$ cat src/hw/rtl/vtsi_pkg.sv
package vtsi_pkg;

    localparam int unsigned MAX_RESULTS = 5;
    localparam int unsigned CNT_W       = $clog2(MAX_RESULTS + 1);
    localparam int unsigned POS_W       = 5;
    localparam int unsigned HELD_DEPTH  = 4;

    localparam logic CMD_STRIP  = 1'b0;
    localparam logic CMD_INSERT = 1'b1;

    localparam logic [POS_W-1:0] POS_FIRST    = 5'd0;
    localparam logic [POS_W-1:0] POS_SA_END   = 5'd11;
    localparam logic [POS_W-1:0] POS_TYPE_HI  = 5'd12;
    localparam logic [POS_W-1:0] POS_TYPE_LO  = 5'd13;
    localparam logic [POS_W-1:0] POS_TCI_HI   = 5'd14;
    localparam logic [POS_W-1:0] POS_TCI_LO   = 5'd15;
    localparam logic [POS_W-1:0] POS_INNER_HI = 5'd16;
    localparam logic [POS_W-1:0] POS_INNER_LO = 5'd17;
    localparam logic [POS_W-1:0] POS_MAX      = 5'd31;

    localparam logic [7:0] TPID_HI = 8'h81;
    localparam logic [7:0] TPID_LO = 8'h00;

endpackage

$ cat src/hw/rtl/vlan_tag_strip_insert.sv
// 802.1Q tag strip / insert on a byte-wide frame stream.
// Input channel: i_in_valid / o_in_ready with i_cmd, i_data_byte, i_last_byte,
// i_tag_vid and i_tag_pcp. Command and tag are taken from the frame's first byte.
// Output channel: o_out_valid / i_out_ready with the rewritten byte, its last flag
// and, on the last byte only, the strip status (tag_removed, VID, inner EtherType).
// Strip mode drops bytes 12-15 of a frame of 16 bytes or more tagged 0x8100;
// insert mode adds 0x81 0x00 and the TCI after byte 11 of a frame of 12 or more.
// A result word goes into the pending buffer when its input word is taken, then
// into the output register. Throughput is one word per cycle while the receiver
// does not stall; a byte that yields k words (up to five: the inserted tag, or a
// held run of bytes 11-14 being released) holds o_in_ready low while the pending
// buffer drains into the output register. In strip mode, bytes 11-13 (and byte 14
// of a tagged frame) are held and give no output until the tag decision is made.
// Reset clears the frame position, frame state, pending count and output valid.
// When the receiver stalls, the output register holds its word and the pending
// buffer stops; a new input word is taken only once the buffer will be empty.
module vlan_tag_strip_insert (
    input  logic        i_clk,
    input  logic        i_rst_n,
    input  logic        i_in_valid,
    output logic        o_in_ready,
    input  logic        i_cmd,
    input  logic [7:0]  i_data_byte,
    input  logic        i_last_byte,
    input  logic [11:0] i_tag_vid,
    input  logic [2:0]  i_tag_pcp,
    output logic        o_out_valid,
    input  logic        i_out_ready,
    output logic [7:0]  o_out_byte,
    output logic        o_out_last,
    output logic        o_tag_removed,
    output logic [11:0] o_removed_vid,
    output logic [15:0] o_inner_ethertype
);

    logic [vtsi_pkg::POS_W-1:0] r_pos, n_pos;
    logic                       r_mode, n_mode;
    logic [15:0]                r_tci, n_tci;
    logic                       r_seen, n_seen;
    logic                       r_found, n_found;
    logic [11:0]                r_vid, n_vid;
    logic [15:0]                r_inner, n_inner;
    logic [7:0]                 r_held [vtsi_pkg::HELD_DEPTH];
    logic [7:0]                 n_held [vtsi_pkg::HELD_DEPTH];

    logic [7:0]                 r_pb [vtsi_pkg::MAX_RESULTS];
    logic [7:0]                 n_pb [vtsi_pkg::MAX_RESULTS];
    logic [vtsi_pkg::CNT_W-1:0] r_prem, n_cnt;
    logic                       r_plast;
    logic                       r_pfound;
    logic [11:0]                r_pvid;
    logic [15:0]                r_pinner;

    logic                       r_out_valid;
    logic [7:0]                 r_out_byte;
    logic                       r_out_last;
    logic                       r_out_removed;
    logic [11:0]                r_out_vid;
    logic [15:0]                r_out_inner;

    logic w_in_acc;
    logic w_out_load;
    logic w_first;
    logic w_final;
    logic [vtsi_pkg::POS_W-1:0] w_run;

    assign w_out_load = (r_prem != '0) && (!r_out_valid || i_out_ready);
    assign o_in_ready = (r_prem == '0) ||
                        ((r_prem == vtsi_pkg::CNT_W'(1)) && w_out_load);
    assign w_in_acc   = i_in_valid && o_in_ready;
    assign w_first    = (r_pos == vtsi_pkg::POS_FIRST);
    assign w_final    = r_plast && (r_prem == vtsi_pkg::CNT_W'(1));
    assign w_run      = r_pos - (vtsi_pkg::POS_SA_END - 5'd1);

    always_comb begin
        n_mode  = w_first ? i_cmd : r_mode;
        n_tci   = w_first ? {i_tag_pcp, 1'b0, i_tag_vid} : r_tci;
        n_seen  = w_first ? 1'b0 : r_seen;
        n_found = w_first ? 1'b0 : r_found;
        n_vid   = w_first ? '0 : r_vid;
        n_inner = w_first ? '0 : r_inner;
        n_held  = r_held;
        for (int i = 0; i < vtsi_pkg::MAX_RESULTS; i++) begin
            n_pb[i] = i_data_byte;
        end
        n_cnt = '0;

        if (n_mode == vtsi_pkg::CMD_INSERT) begin
            n_pb[0] = i_data_byte;
            n_cnt   = vtsi_pkg::CNT_W'(1);
            if (r_pos == vtsi_pkg::POS_SA_END) begin
                n_pb[1] = vtsi_pkg::TPID_HI;
                n_pb[2] = vtsi_pkg::TPID_LO;
                n_pb[3] = n_tci[15:8];
                n_pb[4] = n_tci[7:0];
                n_cnt   = vtsi_pkg::CNT_W'(vtsi_pkg::MAX_RESULTS);
            end
        end else if (r_pos >= vtsi_pkg::POS_SA_END && r_pos <= vtsi_pkg::POS_TYPE_LO) begin
            if (r_pos == vtsi_pkg::POS_SA_END) begin
                n_held[0] = i_data_byte;
            end else if (r_pos == vtsi_pkg::POS_TYPE_HI) begin
                n_held[1] = i_data_byte;
            end else begin
                n_held[2] = i_data_byte;
                n_seen    = (r_held[1] == vtsi_pkg::TPID_HI) &&
                            (i_data_byte == vtsi_pkg::TPID_LO);
            end
            n_pb[0] = n_held[0];
            n_pb[1] = n_held[1];
            n_pb[2] = n_held[2];
            if (i_last_byte) begin
                n_cnt = w_run[vtsi_pkg::CNT_W-1:0];
            end else if (r_pos == vtsi_pkg::POS_TYPE_LO && !n_seen) begin
                n_cnt = vtsi_pkg::CNT_W'(3);
            end
        end else if ((r_pos == vtsi_pkg::POS_TCI_HI || r_pos == vtsi_pkg::POS_TCI_LO)
                     && r_seen) begin
            if (r_pos == vtsi_pkg::POS_TCI_HI) begin
                n_held[3] = i_data_byte;
                if (i_last_byte) begin
                    n_pb[0] = r_held[0];
                    n_pb[1] = r_held[1];
                    n_pb[2] = r_held[2];
                    n_pb[3] = i_data_byte;
                    n_cnt   = vtsi_pkg::CNT_W'(4);
                end
            end else begin
                n_found = 1'b1;
                n_vid   = {r_held[3][3:0], i_data_byte};
                n_pb[0] = r_held[0];
                n_cnt   = vtsi_pkg::CNT_W'(1);
            end
        end else begin
            if (n_found && r_pos == vtsi_pkg::POS_INNER_HI) begin
                n_held[0] = i_data_byte;
            end else if (n_found && r_pos == vtsi_pkg::POS_INNER_LO) begin
                n_inner = {r_held[0], i_data_byte};
            end
            n_pb[0] = i_data_byte;
            n_cnt   = vtsi_pkg::CNT_W'(1);
        end

        if (i_last_byte) begin
            n_pos = vtsi_pkg::POS_FIRST;
        end else if (r_pos < vtsi_pkg::POS_MAX) begin
            n_pos = r_pos + 5'd1;
        end else begin
            n_pos = r_pos;
        end
    end

    always_ff @(posedge i_clk) begin
        if (!i_rst_n) begin
            r_pos       <= vtsi_pkg::POS_FIRST;
            r_mode      <= vtsi_pkg::CMD_STRIP;
            r_tci       <= '0;
            r_seen      <= 1'b0;
            r_found     <= 1'b0;
            r_vid       <= '0;
            r_inner     <= '0;
            r_prem      <= '0;
            r_out_valid <= 1'b0;
        end else begin
            if (w_in_acc) begin
                r_pos   <= n_pos;
                r_mode  <= n_mode;
                r_tci   <= n_tci;
                r_seen  <= n_seen;
                r_found <= n_found;
                r_vid   <= n_vid;
                r_inner <= n_inner;
                r_prem  <= n_cnt;
            end else if (w_out_load) begin
                r_prem  <= r_prem - vtsi_pkg::CNT_W'(1);
            end
            if (w_out_load) begin
                r_out_valid <= 1'b1;
            end else if (i_out_ready) begin
                r_out_valid <= 1'b0;
            end
        end
    end

    always_ff @(posedge i_clk) begin
        if (w_in_acc) begin
            r_held   <= n_held;
            r_pb     <= n_pb;
            r_plast  <= i_last_byte;
            r_pfound <= n_found;
            r_pvid   <= n_vid;
            r_pinner <= n_inner;
        end else if (w_out_load) begin
            for (int i = 0; i < vtsi_pkg::MAX_RESULTS - 1; i++) begin
                r_pb[i] <= r_pb[i+1];
            end
        end
        if (w_out_load) begin
            r_out_byte    <= r_pb[0];
            r_out_last    <= w_final;
            r_out_removed <= w_final && r_pfound;
            r_out_vid     <= (w_final && r_pfound) ? r_pvid : '0;
            r_out_inner   <= (w_final && r_pfound) ? r_pinner : '0;
        end
    end

    assign o_out_valid       = r_out_valid;
    assign o_out_byte        = r_out_byte;
    assign o_out_last        = r_out_last;
    assign o_tag_removed     = r_out_removed;
    assign o_removed_vid     = r_out_vid;
    assign o_inner_ethertype = r_out_inner;

`ifndef SYNTHESIS
    a_prem_bound: assert property (@(posedge i_clk) disable iff (!i_rst_n)
        r_prem <= vtsi_pkg::CNT_W'(vtsi_pkg::MAX_RESULTS))
        else $error("pending count out of range");

    a_drain: assert property (@(posedge i_clk) disable iff (!i_rst_n)
        (r_prem != '0) && !r_out_valid |=> r_out_valid)
        else $error("pending word not moved to an empty output register");

    a_status_on_last: assert property (@(posedge i_clk) disable iff (!i_rst_n)
        o_out_valid && !o_out_last |->
            !o_tag_removed && (o_removed_vid == '0) && (o_inner_ethertype == '0))
        else $error("strip status on a word that is not the last");

    a_ready_empty: assert property (@(posedge i_clk) disable iff (!i_rst_n)
        w_in_acc && (n_cnt == '0) |=> (r_prem == '0))
        else $error("pending buffer not empty after a held byte");
`endif

endmodule

$ cat config.mk
export PLATFORM = sky130hd
export DESIGN_NAME = vlan_tag_strip_insert
export DESIGN_NICKNAME = d
export VERILOG_FILES = /design/src/hw/rtl/vtsi_pkg.sv /design/src/hw/rtl/vlan_tag_strip_insert.sv
export SDC_FILE = /design/constraint.sdc
export NUM_CORES = 1
export LEC_CHECK = 0
export BUFFER_PORTS_ARGS = -buffer_cell sky130_fd_sc_hd__buf_2
export CAP_MARGIN = 20
export CORE_MARGIN = 2
export CORE_UTILIZATION = 55
export DETAILED_ROUTE_END_ITERATION = 10
export GPL_TIMING_DRIVEN = 0
export HOLD_SLACK_MARGIN = 0.02
export PLACE_DENSITY = 0.71
export SYNTH_ARGS = -nofsm -noshare
export SYNTH_HDL_FRONTEND = slang
export SYNTH_SLANG_ARGS = --single-unit
$ cat constraint.sdc
create_clock -name i_clk -period 8.3 [get_ports i_clk]
set_input_delay 1.66 -clock i_clk [delete_from_list [all_inputs] [get_ports i_clk]]
set_output_delay 1.66 -clock i_clk [all_outputs]
set_load 0.005 [all_outputs]
======== After elaboration in Yosys (flattened, before gate mapping) ========
Index checks and enable logic that the tools add are counted.
operators by class
  add/subtract/negate cells ............... 3
  magnitude comparators ................... 3
  equal/unequal tests ..................... 10
  muxes and demuxes ....................... 58
  bitwise gates (word level) .............. 2
  reductions and logical operators ........ 28
operators by type and width
  operator             count
  $mux 32              5
  $mux 16              8
  $mux 8               10
  $mux 24              3
  $mux 12              5
  $mux 3               9
  $eq 5x4->1 const B   5
  $mux 1               15
  $logic_and 1x1->1    11
  $eq 5x5->1 const B   2
  $mux 5               2
  $eq 8x8->1 const B   1
  $logic_not 8->1      1
  $reduce_bool 2->1    4
  $add 5x1->5 const B  1
  $ge 5x4->1 const B   1
  $le 5x4->1 const B   1
  $logic_not 5->1      1
  $lt 5x5->1 const B   1
  $reduce_and 5->1     1
  $reduce_and 4->1     1
  $eq 3x1->1 const B   1
  $logic_not 3->1      1
  $logic_or 1x1->1     3
  other kinds (9)      11
word-level totals
  flip-flop bits (word level) ............. 192
  input bits .............................. 29
  output and inout bits ................... 40
  logic and storage cells ................. 131

======== Longest topological paths before layout ========
Gate-level depths: netlist of the first run.
  depth after elaboration ................. 13
  mapped depth ............................ 11
  gate-level depth less buffers ........... 8

======== Worst setup path before layout of the first run ========
OpenSTA, ideal clock, no wires.
  path kind ............................... input-to-reg
  start ................................... in i_out_ready
  end ..................................... reg r_prem[0] (netlist bit)
  setup time .............................. 0.058 ns
  data arrival time ....................... 4.230 ns
  required time ........................... 8.242 ns
  setup slack ............................. 4.012 ns
  stages on the path ...................... 5
  buffers on the path ..................... 0
  path through ............................ nor2b_1 nor2b_1 a22oi_1 a221oi_1 o21a_1
on the way
  cells in the longest elaborated chain, start to end .. 6
  elaborated cells between the ends (all ways) .. 7
  classes of those cells .................. mux: 1; reduce/logical: 6
RTL lines
  item                                                line                          text
  from (decl)                                         vlan_tag_strip_insert.sv:28   input logic i_out_ready,
  $logic_or 1x1->1 (*)                                vlan_tag_strip_insert.sv:67   assign w_out_load = (r_prem != '0) && (!r_out_valid || i_out_ready);
  $logic_and 1x1->1 (*)                               vlan_tag_strip_insert.sv:67
  via w_out_load                                      vlan_tag_strip_insert.sv:62   logic w_out_load;
  $logic_and 1x1->1                                   vlan_tag_strip_insert.sv:69   ((r_prem == vtsi_pkg::CNT_W'(1)) && w_out_load);
  $logic_or 1x1->1                                    vlan_tag_strip_insert.sv:68   assign o_in_ready = (r_prem == '0) ||
  $logic_and 1x1->1                                   vlan_tag_strip_insert.sv:70   assign w_in_acc = i_in_valid && o_in_ready;
  $mux 3 / $reduce_bool 2->1 (equally long branches)  n/a
  to (signal assigned)                                vlan_tag_strip_insert.sv:172  r_prem <= n_cnt;
  to (signal assigned)                                vlan_tag_strip_insert.sv:174  r_prem <= r_prem - vtsi_pkg::CNT_W'(1);
  to (decl)                                           vlan_tag_strip_insert.sv:48   logic [vtsi_pkg::CNT_W-1:0] r_prem, n_cnt;
Mark *: on every way through the listed nets, which the timed path passes. The rest lies on a longest branch.
A chain may end at the register's enable or synchronous reset.

======== Worst setup path after layout of the first run ========
  start ................................... in i_out_ready
  end ..................................... out o_in_ready
on the way
  cells in the longest elaborated chain, start to end .. 4
RTL lines
  item               line                         text
  $logic_or 1x1->1   vlan_tag_strip_insert.sv:67
  $logic_and 1x1->1  vlan_tag_strip_insert.sv:67
  $logic_and 1x1->1  vlan_tag_strip_insert.sv:69
  $logic_or 1x1->1   vlan_tag_strip_insert.sv:68
  to (decl)          vlan_tag_strip_insert.sv:21  output logic o_in_ready,
No other way between the ends.

==> impl_results.md, run 1 <==
- Status: finished clean
- Synth unique cells: 54
- Initial Util: between 50% and 60%
- CTS Root Cell: clkbuf_16
- Max-Cap Viols: 0
- Hold Fails Final Rpt: 0
- Worst-Skew Late Latency: around 0.43 ns
- Synthesized area: 8830 µm²
- CTS buffer count: 17
- Row cnt: 46
- Congestion Overflow GR: 0
- Clock Sinks: roughly 190
- Number of I/O pins: about 70
- Worst setup EP type: output pin
- Synth Net Count: around 870
- Leakage: 0.00378 µW
- GRT Total Usage: 26.8%
- Fin area: 10,100 µm²
- Fin Setup TNS: 0 ns
- Synth-to-Final Area Change: 14.3%
- Worst EP required: approximately 6.6 ns
- Crit Path Max Fanout: 10
- Final RePlAce weighted congestion: approximately 0.96
- Routed WL: around 22,000 µm
- Drc violations: 0
- Setup bufs post-CTS: 0
- Worst-margin pin slew: between 1 and 1.5 ns
- First-pass GRT wire length: 34,300 µm
- Fin crit share: a little under three fifths
- Layout cells sized above 1: between 10 and 15%
- Clock skew: between 0.01 and 0.015 ns
- Final Max Slew Viols: 0
- Buffers on Ports: 64
- Drt wl/cell: approximately 20 µm
- ANT cells: 0
- Reg clk slew, reported paths: roughly 0.070 ns
- Sequential share of the synthesized area: ~60%
- Non-Filler Instances: about 1,100
- Post-DP HPWL: 15,800 µm
- Synth Flop Type: edfxtp_1
- Iteration-0 DRC count of the detailed router: 771
- Synth Area per Inst: roughly 11 µm²
- Final setup fails: 0
- Kind of critical path: in2out
- RSZ-0062 raised after global routing: no
- Power Density: a little over 300 nW/µm²
- Fill cells: 1,298
- VDD IR max: approximately 0.00021 V
- Total power: a little over 3000 µW
- H-tree Lvls: 4
- Hold Crit Class: reg2reg
- Final net count: about 960
- Routed via count: 6,888
- CP startpoint kind: primary input
- Most common cell after layout, fill and taps aside: nand2_1
- Die Span Y: 131 µm
- Fmax: about 0.22 GHz
- Number of global-route vias before repair: 6,374
- Critical path data arrival time: between 2 and 3 ns
- Clk buf depth: 2
- Pin count of the biggest net entering global routing: 39
- 1st-pass router iterations: 5
- Post-synth EDFFs: between 100 and 150
- Placed Area: 9520 µm²
- CTS tree: done
- Cells after Synth: between 800 and 900
- Vias per cell: about 6
- Synthesized flop and latch total: about 190
- Asr flop ratio synth: 0%
- Tmin final: 4.62 ns
- Placed cell count: between 1,000 and 1,500
- Yosys warns: 0
- Slew margin rel.: around 33%
- Hold Buf Count CTS: 0
- Post-CTS sizing: 0
- Initial antenna violation count: 0
- Most frequent cells in the layout: 169 x nand2_1, 136 x edfxtp_1, 81 x buf_2
- Core footprint: between 15,000 and 20,000 µm²
- Fin Hold WS: 0.421 ns
- Full die area: approximately 17,000 µm²
- Post-DRT Antenna Nets: 0
- Die X: ~130 µm
-- kinds of logic (layout without fill, tap and decap cells) --
kind of cell               after synthesis  in the layout  share of synthesized area (%)
buffers and inverters                   85            185                           3.90
AOI/OAI and AO/OA                      217            217                           16.9
adders and majority gates               11             11                           1.56
muxes                                   25             25                           2.93
DFF                                    192            192                           59.0
and+or+nand+nor                        297            297                           15.6
xor gates and xnor gates                 1              1                         0.0992
-- final timing paths --
check	startpoint	to	slack, ns	cells past startpoint
worst min-delay path	r_pb[32]$_DFFE_PP_	o_out_byte[0]$_DFFE_PP_	0.42	0
worst max-delay path	i_out_ready	o_in_ready	3.68	5
worst min register to register	r_pb[32]$_DFFE_PP_	o_out_byte[0]$_DFFE_PP_	0.42	0
worst max register to register	r_pos[0]$_SDFFE_PN0P_	r_held[31]$_DFFE_PP_	3.75	9
-- flip-flops by register name, indices dropped and copies added (netlist names) --
name / flops
r_tci: 16
o_inner_ethertype: 16
o_out_byte: 8
r_vid: 12
r_pfound: 1
r_pvid: 12
o_out_valid: 1
r_prem: 3
r_found: 1
r_plast: 1
o_tag_removed: 1
r_inner: 16
r_pinner: 16
r_pos: 5
r_seen: 1
o_out_last: 1
r_held: 28
r_mode: 1
r_pb: 40
o_removed_vid: 12
-- cells in the mapped netlist, types with 2 or more instances --
| library cell | count | area (µm²) |
|---|---|---|
| a2111oi_0 | 2 | 17.5 |
| inv_1 | 13 | 48.8 |
| o21ai_0 | 62 | 310 |
| a21boi_0 | 15 | 113 |
| and3_1 | 35 | 219 |
| mux2_2 | 7 | 78.8 |
| a31oi_1 | 14 | 87.6 |
| o211ai_1 | 5 | 37.5 |
| a21oi_1 | 13 | 65.1 |
| and2_1 | 5 | 31.3 |
| nor2_1 | 31 | 116 |
| buf_2 | 17 | 85.1 |
| a21o_1 | 11 | 82.6 |
| buf_1 | 3 | 11.3 |
| nand3_1 | 15 | 75.1 |
| a211oi_1 | 26 | 195 |
| o22ai_1 | 28 | 175 |
| nor3_1 | 5 | 25.0 |
| ha_1 | 11 | 138 |
| nor4b_1 | 2 | 17.5 |
| and4_1 | 4 | 35.0 |
| nor4_1 | 2 | 12.5 |
| o311ai_2 | 5 | 81.3 |
| a2111oi_2 | 2 | 30.0 |
| mux2i_1 | 18 | 180 |
| o21a_1 | 6 | 45.0 |
| nor2b_1 | 10 | 62.6 |
| dfxtp_1 | 56 | 1120 |
| or3_1 | 4 | 25.0 |
| nand2_1 | 169 | 634 |
| nand2b_1 | 5 | 31.3 |
| a311oi_1 | 7 | 61.3 |
| edfxtp_1 | 136 | 4080 |
| nand4_1 | 4 | 25.0 |
| clkbuf_1 | 50 | 188 |
| a22o_1 | 12 | 105 |
-- per-stage QoR --
step           utilization, %  setup slack [ns]
5_1_grt                  64.0              3.53
3_3_place_gp             59.7              2.76
3_5_place_dp             60.3              3.67
4_1_cts                  64.0              3.67
2_1_floorplan               -              4.01
6_report                 64.0              3.68
-- routing by layer --
metal | GRT usage [%] | wire length (µm) | part of all wire, % | vias to the layer above
li1 | - | - | - | 3230
met1 | 34.8 | 9310 | 42 | 3313
met2 | 45.4 | 11100 | 50 | 303
met3 | 4.48 | 1340 | 6.0 | 42
met4 | 10.3 | 557 | 2.5 | 0
met5 | 0 | 0 | 0 | -
-- cell type report --
cell class / instances / area, µm² / area share (%)
tap: 216 / 270 / 2.68
inverter: 14 / 52.6 / 0.521
timing repair buffer: 68 / 392 / 3.88
buffer: 71 / 293 / 2.90
clock buffer: 17 / 425 / 4.22
clock inverter: 15 / 151 / 1.50
multi-input combinational: 551 / 3300 / 32.7
sequential: 192 / 5200 / 51.6
-- report_power, final --
group / internal, µW / switching, µW
Clock: 424 / 375
Combinational: 289 / 545
Sequential: 1390 / 71.6
Total: 2100 / 991
-- critical path, stage by stage --
cell and delay [ns]:
buf_2 0.10, nor2b_1 0.42, o21ai_0 0.31, buf_2 0.29
buf_2 0.17
(Power assumes the default switching activity.)
==> run 2, diff against run 1 <==
==> constraint.sdc (replaced) <==
create_clock -name i_clk -period 4.5 [get_ports i_clk]
set_input_delay 0.9 -clock i_clk [delete_from_list [all_inputs] [get_ports i_clk]]
set_output_delay 0.9 -clock i_clk [all_outputs]
set_load 0.005 [all_outputs]
==> run 2 against run 1 <==
Against the previous run: first-iteration DRC count rose by 0.39%; setup slack got worse by 3.5 ns; register-to-register slack got worse by 3.5 ns; sequential power rose by 84%; power rose by 85%; core utilization barely moved; sequential share of layout area barely moved; die area did not move; combinational power rose by 85%; wire length fell by 0.29%; flip-flop and latch count did not move.
==> impl_results.md, run 2 (synthesis gave the netlist of run 1 again) <==
- Die X: 131 µm (unchanged)
- Final setup fails: 0 (unchanged)
- Reg2Reg Depth: 9 (unchanged)
- Post-DP HPWL: 15,800 µm (unchanged)
- Final RePlAce weighted congestion: 0.956 (unchanged)
- Hold Crit Depth: 0 (unchanged)
- Layout cells sized above 1: 15.0% (+0.11 points)
- Final net count: 955 (unchanged)
- CP max-delay cell: nor4b_4
- Comb pwr share: 26.9% (about the same)
- Hold Crit Class: reg2reg
- R2r startpoint: r_pos[0]$_SDFFE_PN0P_
- Clk buf depth: 2 (unchanged)
- CTS buffer count: 17 (unchanged)
- Crit path capture: r_held[29]$_DFFE_PP_
- Worst EP required: 4.58 ns (-2.06 ns)
- Status: finished clean
- CTS Root Cell: clkbuf_16
- Fmax: approximately 0.23 GHz
- Worst-path cell chain: clkbuf_1 -> inv_1 -> ha_1 -> nor4b_4 -> mux2i_1 -> buf_2 -> clkbuf_1 -> nand2_1 -> a21oi_2
- Non-Filler Instances: 1,144 (unchanged)
- Routed via count: 6,842 (-0.67%)
- Synth-to-Final Area Change: 14.4% (about the same)
- Number of global-route vias before repair: 6,374 (unchanged)
- Critical path's most frequent cell: clkbuf_1
- Die Span Y: 131 µm (unchanged)
- Row cnt: 46 (unchanged)
- ANT cells: 0 (unchanged)
- Top Registers: r_pb: 40 flops, r_held: 28 flops
- Full die area: 17,100 µm² (unchanged)
- Reg clk slew, reported paths: 0.07 ns (about the same)
- Core footprint: 15,800 µm² (unchanged)
- Worst setup EP type: flip-flop
- Pin count of the biggest net entering global routing: 39 (unchanged)
- Leakage: 0.00378 µW (about the same)
- NetSw: 1830 µW (+85%)
- Hold Fails Final Rpt: 0 (unchanged)
- Iteration-0 DRC count of the detailed router: 774 (+0.39%)
- Final Max Slew Viols: 0 (unchanged)
- Clock Sinks: 192 (unchanged)
- VDD IR max: 0.000383 V (+84%)
- CTS tree: done
- GRT Total Usage: 26.8% (unchanged)
- 1st-pass router iterations: 6 (+1)
- Max FFs per register: 40 (unchanged)
- Crit Path Max Fanout: 10 (unchanged)
- Initial Util: 56.0% (unchanged)
- Most flops, register: r_pb
- Slew margin rel.: 33.4% (+0.69 points)
- Fin util: 64.0% (about the same)
- Congestion Overflow GR: 0 (unchanged)
- Worst-Skew Late Latency: 0.43 ns (about the same)
- Clock skew: 0.00970 ns (-0.00132 ns)
- Placed Area: 9520 µm² (unchanged)
- Placed cell count: 1,112 (unchanged)
- Post-DRT Antenna Nets: 0 (unchanged)
- Kind of critical path: reg2reg
- RR Endpoint: r_held[29]$_DFFE_PP_
- Initial antenna violation count: 0 (unchanged)
- Fin area: 10,100 µm² (about the same)
- P_int: 3870 µW (+84%)
- Net Sw Frac: 32.1% (+0.043 points)
- Drc violations: 0 (unchanged)
- Fill cells: 1,296 (-0.15%)
- CP startpoint kind: flip-flop
- Max incr delay on CP: 0.75 ns (+0.33 ns)
- Most common cell after layout, fill and taps aside: nand2_1
- Critical Path Start: r_pos[0]$_SDFFE_PN0P_
- Worst R2R Setup Slack: 0.21 ns (-3.54 ns)
- Power Density: 565 nW/µm² (+84%)
- Vias per cell: 5.98 (-0.67%)
- Fin crit share: a little over nine tenths
- Worst-margin pin slew: 0.997 ns (-0.0103 ns)
- Most frequent cells in the layout: 169 x nand2_1, 136 x edfxtp_1, 81 x buf_2
- Routed WL: 22,200 µm (-0.29%)
- Critical path data arrival time: 4.37 ns (+1.41 ns)
- Max-Cap Viols: 0 (unchanged)
- Number of I/O pins: 69 (unchanged)
- Reg power frac: 47.2% (about the same)
- Tmin final: 4.29 ns
- Final WS setup: 0.207 ns (-3.48 ns)
- RSZ-0062 raised after global routing: no
- Buffers on Ports: 64 (unchanged)
- Place WS: 0.0857 ns (-3.59 ns)
- Drt wl/cell: 19.4 µm (-0.29%)
- Clock share of power: 25.9% (about the same)
- H-tree Lvls: 4 (unchanged)
- First-pass GRT wire length: 34,300 µm (unchanged)
## run 2: cell counts in the layout (fill, tap and decap cells not counted)
Identical to the previous run, type by type.
## run 2: repair_timing
action / 4_1_cts / 5_1_grt
endpoints found under the hold margin: 0 / 0
hold buffers: 0 / 0
gates resized for setup: 0 / 1
setup endpoints to repair: 0 / 8
setup buffers: 0 / 0
## run 2: worst min path at each step
stage                                   from                      end  slack [ns]
after floorplan           r_pb[32]$_DFFE_PP_  o_out_byte[0]$_DFFE_PP_        0.40
final                     r_pb[32]$_DFFE_PP_  o_out_byte[0]$_DFFE_PP_        0.42
after CTS                 r_pb[34]$_DFFE_PP_  o_out_byte[2]$_DFFE_PP_        0.42
after global routing      r_pb[34]$_DFFE_PP_  o_out_byte[2]$_DFFE_PP_        0.44
after detailed placement  r_pb[34]$_DFFE_PP_  o_out_byte[2]$_DFFE_PP_        0.41
after global placement    r_pb[34]$_DFFE_PP_  o_out_byte[2]$_DFFE_PP_        0.40
## run 2: layout make-up
| class | count | area (µm²) | share of cell area (%) |
|---|---|---|---|
| buffer | 71 | 293 | 2.90 |
| clock buffer | 17 | 425 | 4.21 |
| clock inverter | 15 | 151 | 1.50 |
| inverter | 14 | 52.6 | 0.521 |
| multi-input combinational | 551 | 3310 | 32.8 |
| sequential | 192 | 5200 | 51.6 |
| tap | 216 | 270 | 2.68 |
| timing repair buffer | 68 | 392 | 3.88 |
## run 2: critical path, delay by kind of cell, from the launching register on
family          cells  cell delay [ns]
buf+inv             4             1.20
mux                 1             0.66
compound gates      1             0.43
fa+ha+maj           1             0.31
flops               1             0.34
simple gates        2             0.97
## run 2: power by group through the flow
stage	Clock, µW	Combinational [µW]	Sequential, µW
6_report	1480	1540	2690
5_1_grt	1550	1690	2740
4_1_cts	1480	1530	2690
3_5_place_dp	0	1520	2730
3_3_place_gp	0	1410	2750
2_1_floorplan	0	863	2750
## run 2: stage by stage
step	setup TNS (ns)	hold slack [ns]	total power, µW
floorplan	0	0.400	3610
global placement	-8.35	0.403	4160
detailed placement	0	0.406	4250
CTS	0	0.422	5700
global route	0	0.436	5980
finish	0	0.421	5700
## run 2: per-layer routing
layer  vias to the layer above  track usage (%)  part of all wire (%)
met1                      3267             34.8                    42
met4                         0             10.3                   2.8
met3                        49             4.48                   6.1
met5                         -                0                     0
met2                       297             45.4                    49
li1                       3229                -                     -
==> run 3, diff against run 2 <==
--- a/config.mk
+++ b/config.mk
@@ -9,10 +9,12 @@
 export CAP_MARGIN = 20
 export CORE_MARGIN = 2
 export CORE_UTILIZATION = 55
+export CTS_BUF_LIST = sky130_fd_sc_hd__clkbuf_4
 export DETAILED_ROUTE_END_ITERATION = 10
 export GPL_TIMING_DRIVEN = 0
 export HOLD_SLACK_MARGIN = 0.02
 export PLACE_DENSITY = 0.71
+export SETUP_SLACK_MARGIN = 0.3
 export SYNTH_ARGS = -nofsm -noshare
 export SYNTH_HDL_FRONTEND = slang
 export SYNTH_SLANG_ARGS = --single-unit
==> run 3 against run 2 <==
Against the previous run: non-clock buffer count rose by 1; hold slack improved by 0.015 ns; sequential share of layout area is 1.5 points higher; global-route usage down 0.19 points; core utilization shrank 1.8 points; design area decreased by 2.9%; largest cell class unchanged; clock power decreased by 38%; wire length fell by 0.50%.
==> impl_results.md, run 3 (synthesis gave the netlist of run 1 again) <==
- P_int: 3380 µW (-13%)
- Drt wl/cell: 19.3 µm (-0.68%)
- Final net count: 956 (+0.10%)
- Slew margin rel.: 28.9% (-4.5 points)
- Fill cells: 1,332 (+2.8%)
- Top Registers: r_pb: 40 flops, r_held: 28 flops
- Hold Buf Count CTS: 0 (unchanged)
- Max incr delay on CP: 0.62 ns (-0.13 ns)
- CP max-delay cell: mux2i_1
- Crit Path Max Fanout: 10 (unchanged)
- VDD IR max: 0.000245 V (-36%)
- Clock share of power: 17.9% (-8.0 points)
- Crit path max-delay family: buffers and inverters
- Iteration-0 DRC count of the detailed router: 777 (+0.39%)
- Final Max Slew Viols: 0 (unchanged)
- 1st-pass router iterations: 5 (-1)
- CP Buf/Inv Count: 4 (unchanged)
- Most common cell after layout, fill and taps aside: nand2_1
- Placed Area: 9520 µm² (unchanged)
- Routed WL: 22,100 µm (-0.50%)
- Routed via count: 6,876 (+0.50%)
- Tmin final: 3.82 ns (-0.477 ns)
- Status: finished clean
- Power Density: 524 nW/µm² (-7.2%)
- Fmax: 0.262 GHz (+12%)
- Row cnt: 46 (unchanged)
- Fin crit share: 84.8% (-11 points)
- Drc violations: 0 (unchanged)
- Pin count of the biggest net entering global routing: 39 (unchanged)
- Most frequent cells in the layout: 169 x nand2_1, 136 x edfxtp_1, 81 x buf_2
- Full die area: 17,100 µm² (unchanged)
- NetSw: 1760 µW (-3.7%)
- Clock Sinks: 192 (unchanged)
- Leakage: 0.00365 µW (-3.4%)
- Net Sw Frac: 34.3% (+2.2 points)
- Initial antenna violation count: 1 (+1)
- Worst-Skew Late Latency: 0.61 ns (+0.18 ns)
- Kind of critical path: reg2reg
- Final setup fails: 0 (unchanged)
- Core footprint: 15,800 µm² (unchanged)
- CTS Root Cell: clkbuf_4
- WP depth: 9 (unchanged)
- Hold Crit Depth: 0 (unchanged)
- Worst-path cell chain: clkbuf_1 -> inv_1 -> ha_1 -> nor4b_4 -> mux2i_1 -> buf_2 -> clkbuf_1 -> nand2_1 -> a21oi_2
- Clock skew: 0.0254 ns (+0.0157 ns)
- Vias per cell: 6.00 (+0.32%)
- Critical path data arrival time: 4.07 ns (-0.30 ns)
- Number of I/O pins: 69 (unchanged)
- Reg clk slew, reported paths: 0.17 ns (+0.10 ns)
- Congestion Overflow GR: 0 (unchanged)
- Final RePlAce weighted congestion: 0.956 (unchanged)
- Worst EP required: 4.76 ns (+0.18 ns)
- Comb pwr share: 29.9% (+3.0 points)
- Fin Hold WS: 0.436 ns (+0.0151 ns)
- Critical path's most frequent cell: clkbuf_1
- Post-DRT Antenna Nets: 0 (unchanged)
- Die Span Y: 131 µm (unchanged)
- GRT Total Usage: 26.6% (-0.19 points)
- Max FFs per register: 40 (unchanged)
- Initial Util: 56.0% (unchanged)
- Synth-to-Final Area Change: 11.1%
- H-tree Lvls: 4 (unchanged)
- Max-Cap Viols: 0 (unchanged)
- CTS tree: done
- Post-DP HPWL: 15,800 µm (unchanged)
- CP startpoint kind: flip-flop
- Reg power frac: 52.2% (+5.0 points)
- Worst setup EP type: flip-flop
- Most flops, register: r_pb
- Die X: 131 µm (unchanged)
- Layout cells sized above 1: 15.1% (+0.092 points)
- Buffers on Ports: 64 (unchanged)
- Hold Crit Class: reg2reg
- Number of global-route vias before repair: 6,315 (-0.93%)
- Worst-margin pin slew: 1.06 ns (+0.0668 ns)
- Reg2Reg Depth: 9 (unchanged)
- Hold Fails Final Rpt: 0 (unchanged)
- Clk buf depth: 2 (unchanged)
- Fin area: 9810 µm² (-2.9%)
- First-pass GRT wire length: 34,100 µm (-0.54%)
- RSZ-0062 raised after global routing: no
- CTS buffer count: 17 (unchanged)
==> run 3: cell type report <==
type                       instances  area (µm²)  share of cell area [%]
tap                              216         270                    2.76
clock inverter                    15         151                    1.54
buffer                            71         293                    2.99
clock buffer                      17         128                    1.30
antenna                            1        2.50                  0.0255
multi-input combinational        551        3310                    33.7
inverter                          14        52.6                   0.536
sequential                       192        5200                    53.1
timing repair buffer              69         399                    4.07
==> run 3: final timing paths <==
| path | startpoint | endpoint | slack (ns) |
|---|---|---|---|
| worst min-delay path | r_pb[32]$_DFFE_PP_ | o_out_byte[0]$_DFFE_PP_ | 0.44 |
| worst max-delay path | r_pos[0]$_SDFFE_PN0P_ | r_held[31]$_DFFE_PP_ | 0.68 |
| worst max register to register | r_pos[0]$_SDFFE_PN0P_ | r_held[31]$_DFFE_PP_ | 0.68 |
| worst min register to register | r_pb[32]$_DFFE_PP_ | o_out_byte[0]$_DFFE_PP_ | 0.44 |
==> run 3: routing by layer <==
| layer | track usage (%) | wire length (µm) | vias to the layer above |
|---|---|---|---|
| met5 | 0 | 0 | - |
| met2 | 45.1 | 10900 | 311 |
| met4 | 10.2 | 589 | 0 |
| li1 | - | - | 3224 |
| met3 | 3.71 | 1330 | 44 |
| met1 | 35.0 | 9270 | 3297 |
==> run 3: power groups by stage <==
stage	clock network (µW)	registers, µW	logic [µW]
final	923	2680	1540
after global routing	990	2740	1690
after CTS	925	2680	1530
after detailed placement	0	2730	1520
after global placement	0	2750	1410
after floorplan	0	2750	863
==> run 3: what timing repair did <==
action	CTS	global route
resized for setup	0	1
buffers inserted	1	0
endpoints found under the setup margin	8	8
==> run 3: worst reg2reg max path, stage by stage (launching register included) <==
cell	delay [ns]
dfxtp_1	0.37
clkbuf_1	0.21
inv_1	0.12
ha_1	0.31
nor4b_4	0.33
mux2i_1	0.63
buf_2	0.39
clkbuf_1	0.47
nand2_1	0.22
a21oi_2	0.42
==> run 3: through the flow <==
stage	setup slack [ns]	instances	setup TNS (ns)	total power [µW]	utilization, %
after floorplan	0.972	828	0	3610	-
after global placement	-0.285	1108	-8.35	4160	59.7
after detailed placement	0.0857	1112	0	4250	60.3
after CTS	0.500	1145	0	5140	62.2
after global routing	0.473	1146	0	5420	62.2
final	0.684	1146	0	5140	62.2
